$ cat src/hdl/sbmq_pkg.sv
// shared types, constants and helpers for the shared buffer queue block
package sbmq_pkg;

	localparam int SLOTS      = 16;
	localparam int QUEUES     = 4;
	localparam int DATA_W     = 32;

	// slot index, pointer with room for the null value, queue index
	localparam int SLOT_W     = (SLOTS > 1) ? $clog2(SLOTS) : 1;
	localparam int PTR_W      = $clog2(SLOTS + 1);
	localparam int QIDX_W     = (QUEUES > 1) ? $clog2(QUEUES) : 1;

	localparam logic [PTR_W-1:0] NULL_PTR = PTR_W'(SLOTS);

	// operation codes
	localparam logic OP_PUSH = 1'b0;
	localparam logic OP_POP  = 1'b1;

	// result status codes
	localparam logic [1:0] STAT_OK        = 2'd0;
	localparam logic [1:0] STAT_OVERFLOW  = 2'd1;
	localparam logic [1:0] STAT_UNDERFLOW = 2'd2;

	// access bundle from the controller to the slot store
	typedef struct packed {
		logic              rd_en;
		logic [SLOT_W-1:0] rd_addr;
		logic              val_we;
		logic [SLOT_W-1:0] val_addr;
		logic [DATA_W-1:0] val_data;
		logic              link_we;
		logic [SLOT_W-1:0] link_addr;
		logic [PTR_W-1:0]  link_data;
	} store_req_t;

	// a pointer at or beyond the slot count means null
	function automatic logic is_null(input logic [PTR_W-1:0] ptr);
		return ptr >= NULL_PTR;
	endfunction

endpackage

$ cat src/hdl/sbmq_store.sv
// slot store: value memory and link memory with per-entry link valid bits
module sbmq_store (
	input  logic                        clk,
	input  logic                        arst_n,
	input  sbmq_pkg::store_req_t        req,
	output logic [sbmq_pkg::DATA_W-1:0] val_rd,
	output logic [sbmq_pkg::PTR_W-1:0]  link_rd
);

	logic [sbmq_pkg::DATA_W-1:0] val_mem [sbmq_pkg::SLOTS];
	logic [sbmq_pkg::PTR_W-1:0]  link_mem [sbmq_pkg::SLOTS];
	logic [sbmq_pkg::SLOTS-1:0]  link_vld_q;

	logic [sbmq_pkg::DATA_W-1:0] val_rd_q;
	logic [sbmq_pkg::PTR_W-1:0]  link_rd_q;
	logic                        link_hit_q;
	logic [sbmq_pkg::SLOT_W-1:0] rd_addr_q;

	// value memory, one write and one registered read
	always_ff @(posedge clk) begin
		if (req.val_we)
			val_mem[req.val_addr] <= req.val_data;
		if (req.rd_en)
			val_rd_q <= val_mem[req.rd_addr];
	end

	// link memory, one write and one registered read
	always_ff @(posedge clk) begin
		if (req.link_we)
			link_mem[req.link_addr] <= req.link_data;
		if (req.rd_en) begin
			link_rd_q  <= link_mem[req.rd_addr];
			link_hit_q <= link_vld_q[req.rd_addr];
			rd_addr_q  <= req.rd_addr;
		end
	end

	// link valid bits: an unwritten entry reads as its reset chain value
	always_ff @(posedge clk or negedge arst_n) begin
		if (!arst_n) begin
			link_vld_q <= '0;
		end else if (req.link_we) begin
			link_vld_q[req.link_addr] <= 1'b1;
		end
	end

	assign val_rd  = val_rd_q;
	assign link_rd = link_hit_q ? link_rd_q
		: sbmq_pkg::PTR_W'(rd_addr_q) + sbmq_pkg::PTR_W'(1);

endmodule

$ cat src/hdl/shared_buffer_multi_queue.sv
// Several FIFO queues linked through one shared slot store with a free list.
// Pop, overflow and underflow results are registered from the EXEC state, a
// push result from the LINK state after EXEC, set by the registered read of
// the slot store and its single link write port (a push into a non-empty
// queue writes two links). One item at a time: s_tready stays low until then.
// Reset clears queue heads, free head and link valid bits at once; no sweep.
module shared_buffer_multi_queue (
	input  logic        clk,
	input  logic        arst_n,
	input  logic        s_tvalid,
	output logic        s_tready,
	input  logic [31:0] s_tdata,   // [31:0] push_value
	input  logic [2:0]  s_tuser,   // [0] op, [2:1] queue_sel
	output logic        m_tvalid,
	input  logic        m_tready,
	output logic [31:0] m_tdata,   // [31:0] pop_value
	output logic [2:0]  m_tuser    // [1:0] status, [2] store_full
);

	typedef enum logic [2:0] {
		ST_IDLE = 3'b001,
		ST_EXEC = 3'b010,
		ST_LINK = 3'b100
	} state_t;

	state_t state_q, state_d;

	logic [sbmq_pkg::PTR_W-1:0]  head_q [sbmq_pkg::QUEUES];
	logic [sbmq_pkg::SLOT_W-1:0] tail_q [sbmq_pkg::QUEUES];
	logic [sbmq_pkg::PTR_W-1:0]  free_head_q;

	// item held while it is worked on
	logic                        op_q;
	logic [sbmq_pkg::QIDX_W-1:0] qsel_q;
	logic [sbmq_pkg::DATA_W-1:0] data_q;
	logic [sbmq_pkg::SLOT_W-1:0] slot_q;
	logic                        err_q;

	// output register
	logic        out_vld_q;
	logic [31:0] out_val_q;
	logic [1:0]  out_stat_q;
	logic        out_full_q;

	logic                        s_acc;
	logic                        in_op;
	logic [sbmq_pkg::QIDX_W-1:0] in_qsel;
	logic [sbmq_pkg::PTR_W-1:0]  rd_ptr;
	logic                        out_free;
	logic                        do_pop;
	logic                        do_push;
	logic                        do_err;
	logic                        do_link;
	logic                        emit;
	logic [31:0]                 emit_val;
	logic [1:0]                  emit_stat;
	logic                        emit_full;

	sbmq_pkg::store_req_t        req;
	logic [sbmq_pkg::DATA_W-1:0] val_rd;
	logic [sbmq_pkg::PTR_W-1:0]  link_rd;

	sbmq_store u_store (
		.clk     (clk),
		.arst_n  (arst_n),
		.req     (req),
		.val_rd  (val_rd),
		.link_rd (link_rd)
	);

	// input decode: the pointer to read is the queue head or the free head
	assign s_tready = (state_q == ST_IDLE);
	assign s_acc    = s_tvalid && s_tready;
	assign in_op    = s_tuser[0];
	assign in_qsel  = sbmq_pkg::QIDX_W'(32'(s_tuser[2:1]) % sbmq_pkg::QUEUES);
	assign rd_ptr   = (in_op == sbmq_pkg::OP_POP) ? head_q[in_qsel] : free_head_q;

	// step decode
	assign out_free = !out_vld_q || m_tready;
	assign do_err   = (state_q == ST_EXEC) && err_q && out_free;
	assign do_pop   = (state_q == ST_EXEC) && !err_q && (op_q == sbmq_pkg::OP_POP) && out_free;
	assign do_push  = (state_q == ST_EXEC) && !err_q && (op_q == sbmq_pkg::OP_PUSH);
	assign do_link  = (state_q == ST_LINK) && out_free;
	assign emit     = do_err || do_pop || do_link;

	// next state
	always_comb begin
		state_d = state_q;
		unique case (state_q)
			ST_IDLE: begin
				if (s_acc)
					state_d = ST_EXEC;
			end
			ST_EXEC: begin
				if (do_push)
					state_d = ST_LINK;
				else if (do_err || do_pop)
					state_d = ST_IDLE;
			end
			ST_LINK: begin
				if (do_link)
					state_d = ST_IDLE;
			end
			default: state_d = ST_IDLE;
		endcase
	end

	// store accesses
	always_comb begin
		req           = '0;
		req.rd_en     = s_acc;
		req.rd_addr   = rd_ptr[sbmq_pkg::SLOT_W-1:0];
		req.val_we    = do_push;
		req.val_addr  = slot_q;
		req.val_data  = data_q;
		priority if (do_pop) begin
			req.link_we   = 1'b1;
			req.link_addr = slot_q;
			req.link_data = free_head_q;
		end else if (do_push && !sbmq_pkg::is_null(head_q[qsel_q])) begin
			req.link_we   = 1'b1;
			req.link_addr = tail_q[qsel_q];
			req.link_data = sbmq_pkg::PTR_W'(slot_q);
		end else if (do_link) begin
			req.link_we   = 1'b1;
			req.link_addr = slot_q;
			req.link_data = sbmq_pkg::NULL_PTR;
		end else begin
			req.link_we   = 1'b0;
		end
	end

	// result fields
	always_comb begin
		emit_val  = '0;
		emit_stat = sbmq_pkg::STAT_OK;
		emit_full = sbmq_pkg::is_null(free_head_q);
		if (do_err) begin
			emit_stat = (op_q == sbmq_pkg::OP_POP) ? sbmq_pkg::STAT_UNDERFLOW
				: sbmq_pkg::STAT_OVERFLOW;
		end else if (do_pop) begin
			emit_val  = 32'(signed'(val_rd));
			emit_full = 1'b0;
		end
	end

	// control state and queue pointers
	always_ff @(posedge clk or negedge arst_n) begin
		if (!arst_n) begin
			state_q     <= ST_IDLE;
			free_head_q <= '0;
			out_vld_q   <= 1'b0;
			for (int i = 0; i < sbmq_pkg::QUEUES; i++)
				head_q[i] <= sbmq_pkg::NULL_PTR;
		end else begin
			state_q <= state_d;
			if (emit)
				out_vld_q <= 1'b1;
			else if (m_tready)
				out_vld_q <= 1'b0;
			if (do_pop) begin
				head_q[qsel_q] <= link_rd;
				free_head_q    <= sbmq_pkg::PTR_W'(slot_q);
			end else if (do_push) begin
				free_head_q <= link_rd;
				if (sbmq_pkg::is_null(head_q[qsel_q]))
					head_q[qsel_q] <= sbmq_pkg::PTR_W'(slot_q);
			end
		end
	end

	// tails, item capture and output payload
	always_ff @(posedge clk) begin
		if (do_push)
			tail_q[qsel_q] <= slot_q;
		if (s_acc) begin
			op_q   <= in_op;
			qsel_q <= in_qsel;
			data_q <= sbmq_pkg::DATA_W'(s_tdata);
			slot_q <= rd_ptr[sbmq_pkg::SLOT_W-1:0];
			err_q  <= sbmq_pkg::is_null(rd_ptr);
		end
		if (emit) begin
			out_val_q  <= emit_val;
			out_stat_q <= emit_stat;
			out_full_q <= emit_full;
		end
	end

	assign m_tvalid = out_vld_q;
	assign m_tdata  = out_val_q;
	assign m_tuser  = {out_full_q, out_stat_q};

endmodule

$ cat config.mk
export PLATFORM = sky130hd
export DESIGN_NAME = shared_buffer_multi_queue
export DESIGN_NICKNAME = d
export VERILOG_FILES = /design/src/hdl/sbmq_pkg.sv /design/src/hdl/sbmq_store.sv /design/src/hdl/shared_buffer_multi_queue.sv
export SDC_FILE = /design/constraint.sdc
export NUM_CORES = 1
export LEC_CHECK = 0
export ABC_CLOCK_PERIOD_IN_PS = 9700
export BUFFER_PORTS_ARGS = -buffer_cell sky130_fd_sc_hd__buf_2
export CAP_MARGIN = 5
export CORE_UTILIZATION = 45
export CTS_CLUSTER_DIAMETER = 80
export DETAILED_ROUTE_END_ITERATION = 16
export PLACE_DENSITY = 0.63
export SYNTH_ARGS = -nofsm -noshare
export SYNTH_HDL_FRONTEND = slang
export SYNTH_SLANG_ARGS = --single-unit
$ cat constraint.sdc
create_clock -name clk -period 9.7 [get_ports clk]
set_input_delay 1.94 -clock clk [delete_from_list [all_inputs] [get_ports clk]]
set_output_delay 1.94 -clock clk [all_outputs]
set_load 0.1 [all_outputs]
### Word level (Yosys, flattened, before mapping)

Memory sizes are Yosys's and may differ from the RTL's. A register that Yosys moved wholly into a read port is not among the register bits.
Index checks and enable logic that the tools add are counted.

* flip-flop bits (word level): 121
* latch bits: 0
* RAM bits: 608
* memory bits (read-only): 0
* input port bits: 39
* memories kept: 3

Memories
* u_store.val_mem: words 16, bits a word 32, read ports 1, clocked after memory_dff 1, wr ports 1, RTL line sbmq_store.sv:10 `logic [sbmq_pkg::DATA_W-1:0] val_mem [sbmq_pkg::SLOTS];`
* u_store.link_mem: words 16, bits a word 5, read ports 1, clocked after memory_dff 1, wr ports 1, RTL line sbmq_store.sv:11 `logic [sbmq_pkg::PTR_W-1:0] link_mem [sbmq_pkg::SLOTS];`
* tail_q: words 4, bits a word 4, read ports 1, clocked after memory_dff 1, wr ports 1, RTL line shared_buffer_multi_queue.sv:29 `logic [sbmq_pkg::SLOT_W-1:0] tail_q [sbmq_pkg::QUEUES];`

* add/subtract/negate cells: 1
* $mul: 0
* divide/modulo/power cells: 0
* magnitude comparators: 9
* equal/unequal tests: 6
* shift-type cells: 0
* mux-type cells: 40
* bitwise operators: 5
* reductions and logical operators: 23

Operator list (count)
* 2-to-1 mux 20 bit: 3
* 2-to-1 mux 5 bit: 9
* bitwise mux 20 bit: 2
* binary-select mux 5 bit (select 2 bit): 2
* 2-to-1 mux 10 bit: 2
* bitwise OR 16 bit: 1
* >= comparator 5 bit, second input constant: 3
* 2-to-1 mux 3 bit: 4
* logical AND 1 bit: 11
* 2-to-1 mux 1 bit: 11
* demux 5 bit (select 2 bit): 1
* < comparator 4 x 5 -> 1 bit, second input constant: 2
* 2-to-1 mux 9 bit: 1
* case mux 3 bit (3 select lines): 1
* >= comparator 3 bit, second input constant: 2
* NOT 2 -> 3 bit: 2
* nonzero test 2 bit: 3
* adder 4 x 1 -> 5 bit, second input constant: 1
* binary-select mux 1 bit (select 4 bit): 1
* demux 1 bit (select 4 bit): 1
* >= comparator 4 x 1 -> 1 bit, second input constant: 1
* 2-to-1 mux 2 bit: 2
* == test 3 x 1 -> 1 bit, second input constant: 1
* == test 3 x 2 -> 1 bit, second input constant: 1
* other kinds (11): 16

### Logic depth before layout (Yosys ltp)

* depth in word-level cells: 14
* mapped depth: 10
* depth with buffers taken out: 7

### By module

Synthesis repeated with hierarchy kept, for this count alone.

* cells, all modules: 1343
* area total of the unflattened synthesis: 29218.0 um2

By module, submodules not included
* sbmq_store: instances 1, cells an instance 1047, area each 24290.8 um2, seq. area each 19438.6 um2
* shared_buffer_multi_queue: instances 1, cells an instance 296, area each 4927.2 um2, seq. area each 3504.6 um2

### Worst setup path before layout

No wires, ideal clock.

* path type: in2reg
* from: input s_tvalid
* to: register with a tool-made name
* data arrival time: 8.216 ns
* slack: 1.399 ns
* cell stages on the path: 3
* path buffers: 0
* cells stage by stage: nand2_1 -> nor3_1 -> mux2_2

RTL lines
* start: declaration: RTL line shared_buffer_multi_queue.sv:10 `input logic s_tvalid,`

### Worst setup path after layout

* from: input s_tuser[1]
* to: register u_store.val_rd_q (netlist bit u_store.val_rd[11]), read port of u_store.val_mem, data pin

* word-level cells in the longest chain between the ends: 5

RTL lines
* start: declaration: RTL line shared_buffer_multi_queue.sv:13 `input logic [2:0] s_tuser,`
* NOT 2 -> 3 bit (implied by the code): RTL line shared_buffer_multi_queue.sv:76 `assign rd_ptr = (in_op == sbmq_pkg::OP_POP) ? head_q[in_qsel] : free_head_q;`
* binary-select mux 5 bit (select 2 bit): RTL line shared_buffer_multi_queue.sv:76
* 2-to-1 mux 5 bit (implied by the code) (2 in series): RTL line shared_buffer_multi_queue.sv:76
* 2-to-1 mux 5 bit: RTL line shared_buffer_multi_queue.sv:76
* end: declaration: RTL line sbmq_store.sv:14 `logic [sbmq_pkg::DATA_W-1:0] val_rd_q;`

No other way between the ends. The select of a mux whose other input is x is not followed.
A chain may end at the register's enable or synchronous reset.

==> results_dict.tcl <==
set metrics [dict create \
    run_status "completed" \
    cts_inserted_buffers 77 \
    drv_cap 0 \
    dp_hpwl_mm 33.5 \
    finalNetCount 2006 \
    critical_path_arrival_ns 5.49 \
    highest_attainable_clock_frequency_mhz 194 \
    finalMaxSlewViolations 0 \
    final-hold-violation-count 0 \
    asyncSetResetFlopFracSynth 0.0586 \
    root_buffer "sky130_fd_sc_hd__clkbuf_16" \
    route.antenna.remaining_nets 0 \
    setup.worst_path.start_class "input pin" \
    yosys.area.top_type "sky130_fd_sc_hd__edfxtp_1" \
    rsz0062_at_grt "no" \
    grt_first_pass_wirelength_mm 104 \
    yosysSeqAreaShare 0.770 \
    timing.clock.skew_ns 0.0229 \
    gp_congestion 0.781 \
    power-per-cell-area_mw_per_mm2 247 \
    vdd_drop_max_mv 0.170 \
    placement.cell_area_mm2 0.0310 \
    drt-wirelength-per-cell_um 24.0 \
    yosysWarnings 0 \
    antenna_cells_inserted 0 \
    crit_path_max_incr_delay_ns 0.57 \
    clock_edge_transition_at_the_registers_on_the_reported_setup_and_hold_paths_ns 0.06 \
    start_util 0.457 \
    grt_usage 0.208 \
    post-cts-setup-buffers 0 \
    synth-edff-count 721 \
    numPlacedInstances 2739 \
    placement.setup.worst_slack_ns 4.02 \
    clock_tree.htree_level_count 3 \
    timing.max_slew.rel_slack 0.299 \
    finalInstanceArea_mm2 0.0334 \
    setup_tns_ns 0 \
    finalWirelength_mm 69.1 \
    critPathMaxFanout 185 \
    drive_above_1_share 0.138 \
    placementRows 93 \
    clk_path_buf_depth 3 \
    post_drt_via_cell_ratio 5.82 \
    post_cts_hold_buffer_count 0 \
    post-synth-top-count-cell "sky130_fd_sc_hd__edfxtp_1" \
    post_synth_num_cell_types 51 \
    fin_util 0.516 \
    core_area_mm2 0.0648 \
    routed-via-count 16757 \
    crit_required_ns 10.04 \
    finalCritPeriodShare 0.531 \
    die_ht_um 259 \
    cts_repair_resize_count 0 \
    setup_viol_count_final 0 \
    postSynthAreaPerCell_um2 15.6 \
    total_of_buffers_placed_on_input_and_output_ports 75 \
    total_leakage_power_nw 11.3 \
    post_synthesis_cells 1900 \
    regArea_mm2 0.0228 \
    detail_route.iter0.violations 1619 \
    multiInputGateArea_mm2 0.00643 \
    antenna_found_initial 1 \
    post_synth_main_area_contributors "sky130_fd_sc_hd__edfxtp_1, sky130_fd_sc_hd__nand2_1, sky130_fd_sc_hd__dfrtp_1" \
    hold_ws_ns 0.463 \
    worst-slew-pin-transition_ns 1.05 \
    ys_top_cells_by_count "sky130_fd_sc_hd__edfxtp_1, sky130_fd_sc_hd__nand2_1, sky130_fd_sc_hd__a21oi_1" \
    insertion_delay_ns 0.62 \
    drc 0 \
    synth.top_cell.area_share 0.731 \
    timing.final.crit_period_ns 5.15 \
    synth.ff_latch_count 768 \
    areaGrowthSynthToFinish_pct 12.8 \
    mappedNetlistArea_mm2 0.0296 \
    via_count_of_the_first_global_routing_pass 16861 \
    syn_nets 1943 \
    crit_path_class "input pin to flip-flop" \
    worst_hold_path_type "flip-flop to flip-flop" \
    finish.cell_count_without_fillers 2877 \
    worst_setup_path_end_kind "flip-flop" \
    timing.critical_path.slowest_stage_cell "sky130_fd_sc_hd__mux4_2" \
    grt_remaining_overflow 0 \
    grt_max_degree 186 \
    drt_first_pass_iters 5 \
    tritoncts "yes" \
    filler_cell_count 5248 \
    totalPowerFinal_mw 8.27 \
    die-width_um 259 \
    ioPinCount 76 \
    die_area_mm2 0.0669 \
    cts.sink_count 768 \
    ys_dominant_reg_cell "sky130_fd_sc_hd__edfxtp_1" \
    final_critical_path_setup_slack_ns 4.55 \
    critical_path.cell_chain "buf_2, mux4_2, a21oi_4, buf_4, inv_8, buf_12, nand2_1, a32o_1, o22ai_1, or3_1" \
]
==> worst max-delay path, delay by kind of cell <==
family	cells	cell delay [ns]
and+or+nand+nor	2	0.61
muxes	1	0.57
buffers and inverters	4	1.70
AOI/OAI and AO/OA	3	0.43
==> kinds of logic after synthesis <==
| kind of cell | after synthesis | share of synthesized area |
|---|---|---|
| flip-flops | 768 | 0.770 |
| AO/OA/AOI/OAI | 382 | 0.0912 |
| buffers and inverters | 133 | 0.0201 |
| AND/OR/NAND/NOR | 501 | 0.0739 |
| XOR/XNOR | 2 | 0.000591 |
| multiplexers | 110 | 0.0423 |
| adder cells (fa/ha/maj) | 4 | 0.00169 |
==> state kept, by name, indices dropped and copies added, names as in the netlist, 2 cells and up, named ones only <==
signal	cells
state_q	3
u_store.val_rd	32
u_store.val_mem	512
tail_q	16
head_q	20
out_stat_q	2
slot_q	4
m_tdata	32
data_q	32
u_store.link_rd_q	5
qsel_q	2
free_head_q	5
u_store.link_vld_q	16
u_store.link_mem	80
==> cell type report <==
cell class | instances | area share
inverter | 9 | 0.00124
sequential | 768 | 0.683
multi-input combinational | 999 | 0.192
clock inverter | 38 | 0.00970
clock buffer | 100 | 0.0624
tap | 855 | 0.0320
timing repair buffer | 108 | 0.0194
==> placed cells by master (no fill, tap or decap), drive strengths merged, types with 7 or more instances in the layout <==
cell type,count
a221oi,76
nand2,329
o21ai,8
mux4,10
and2,33
buf,108
inv,13
clkbuf,100
or2,18
a32o,77
o22ai,38
clkinv,26
nor2,52
a21oi,161
edfxtp,721
nand2b,11
or3,40
dfrtp,40
mux2i,77
mux2,23
nor3,7
==> path summary, 6_finish.rpt <==
| check | start | endpoint | slack (ns) | cells after the start |
|---|---|---|---|---|
| max | s_tuser[1] | u_store.val_rd[11] | 4.55 | 10 |
| min | u_store.link_vld_q[0] | u_store.link_vld_q[0] | 0.46 | 1 |
| max reg2reg | head_q[0] | u_store.val_rd[11] | 5.79 | 9 |
| min reg2reg | u_store.link_vld_q[0] | u_store.link_vld_q[0] | 0.46 | 1 |
| max in group asynchronous | arst_n | u_store.link_vld_q[11] | 7.81 | 2 |
| min in group asynchronous | arst_n | free_head_q[4] | 1.44 | 2 |
==> power breakdown <==
group          internal, mW  switching [mW]  total, mW
Combinational         0.490           0.946       1.44
Clock                  1.65            1.21       2.85
Sequential             3.85           0.128       3.98
Total                  5.99            2.28       8.27
==> routing by layer <==
layer  vias up  part of all wire  GRT usage
li1       7463                 -          -
met1      8603              0.42      0.282
met2       563              0.49      0.345
met3       128             0.059     0.0284
met4         0             0.028     0.0759
met5         -                 0          0
(Power assumes the default switching activity.)
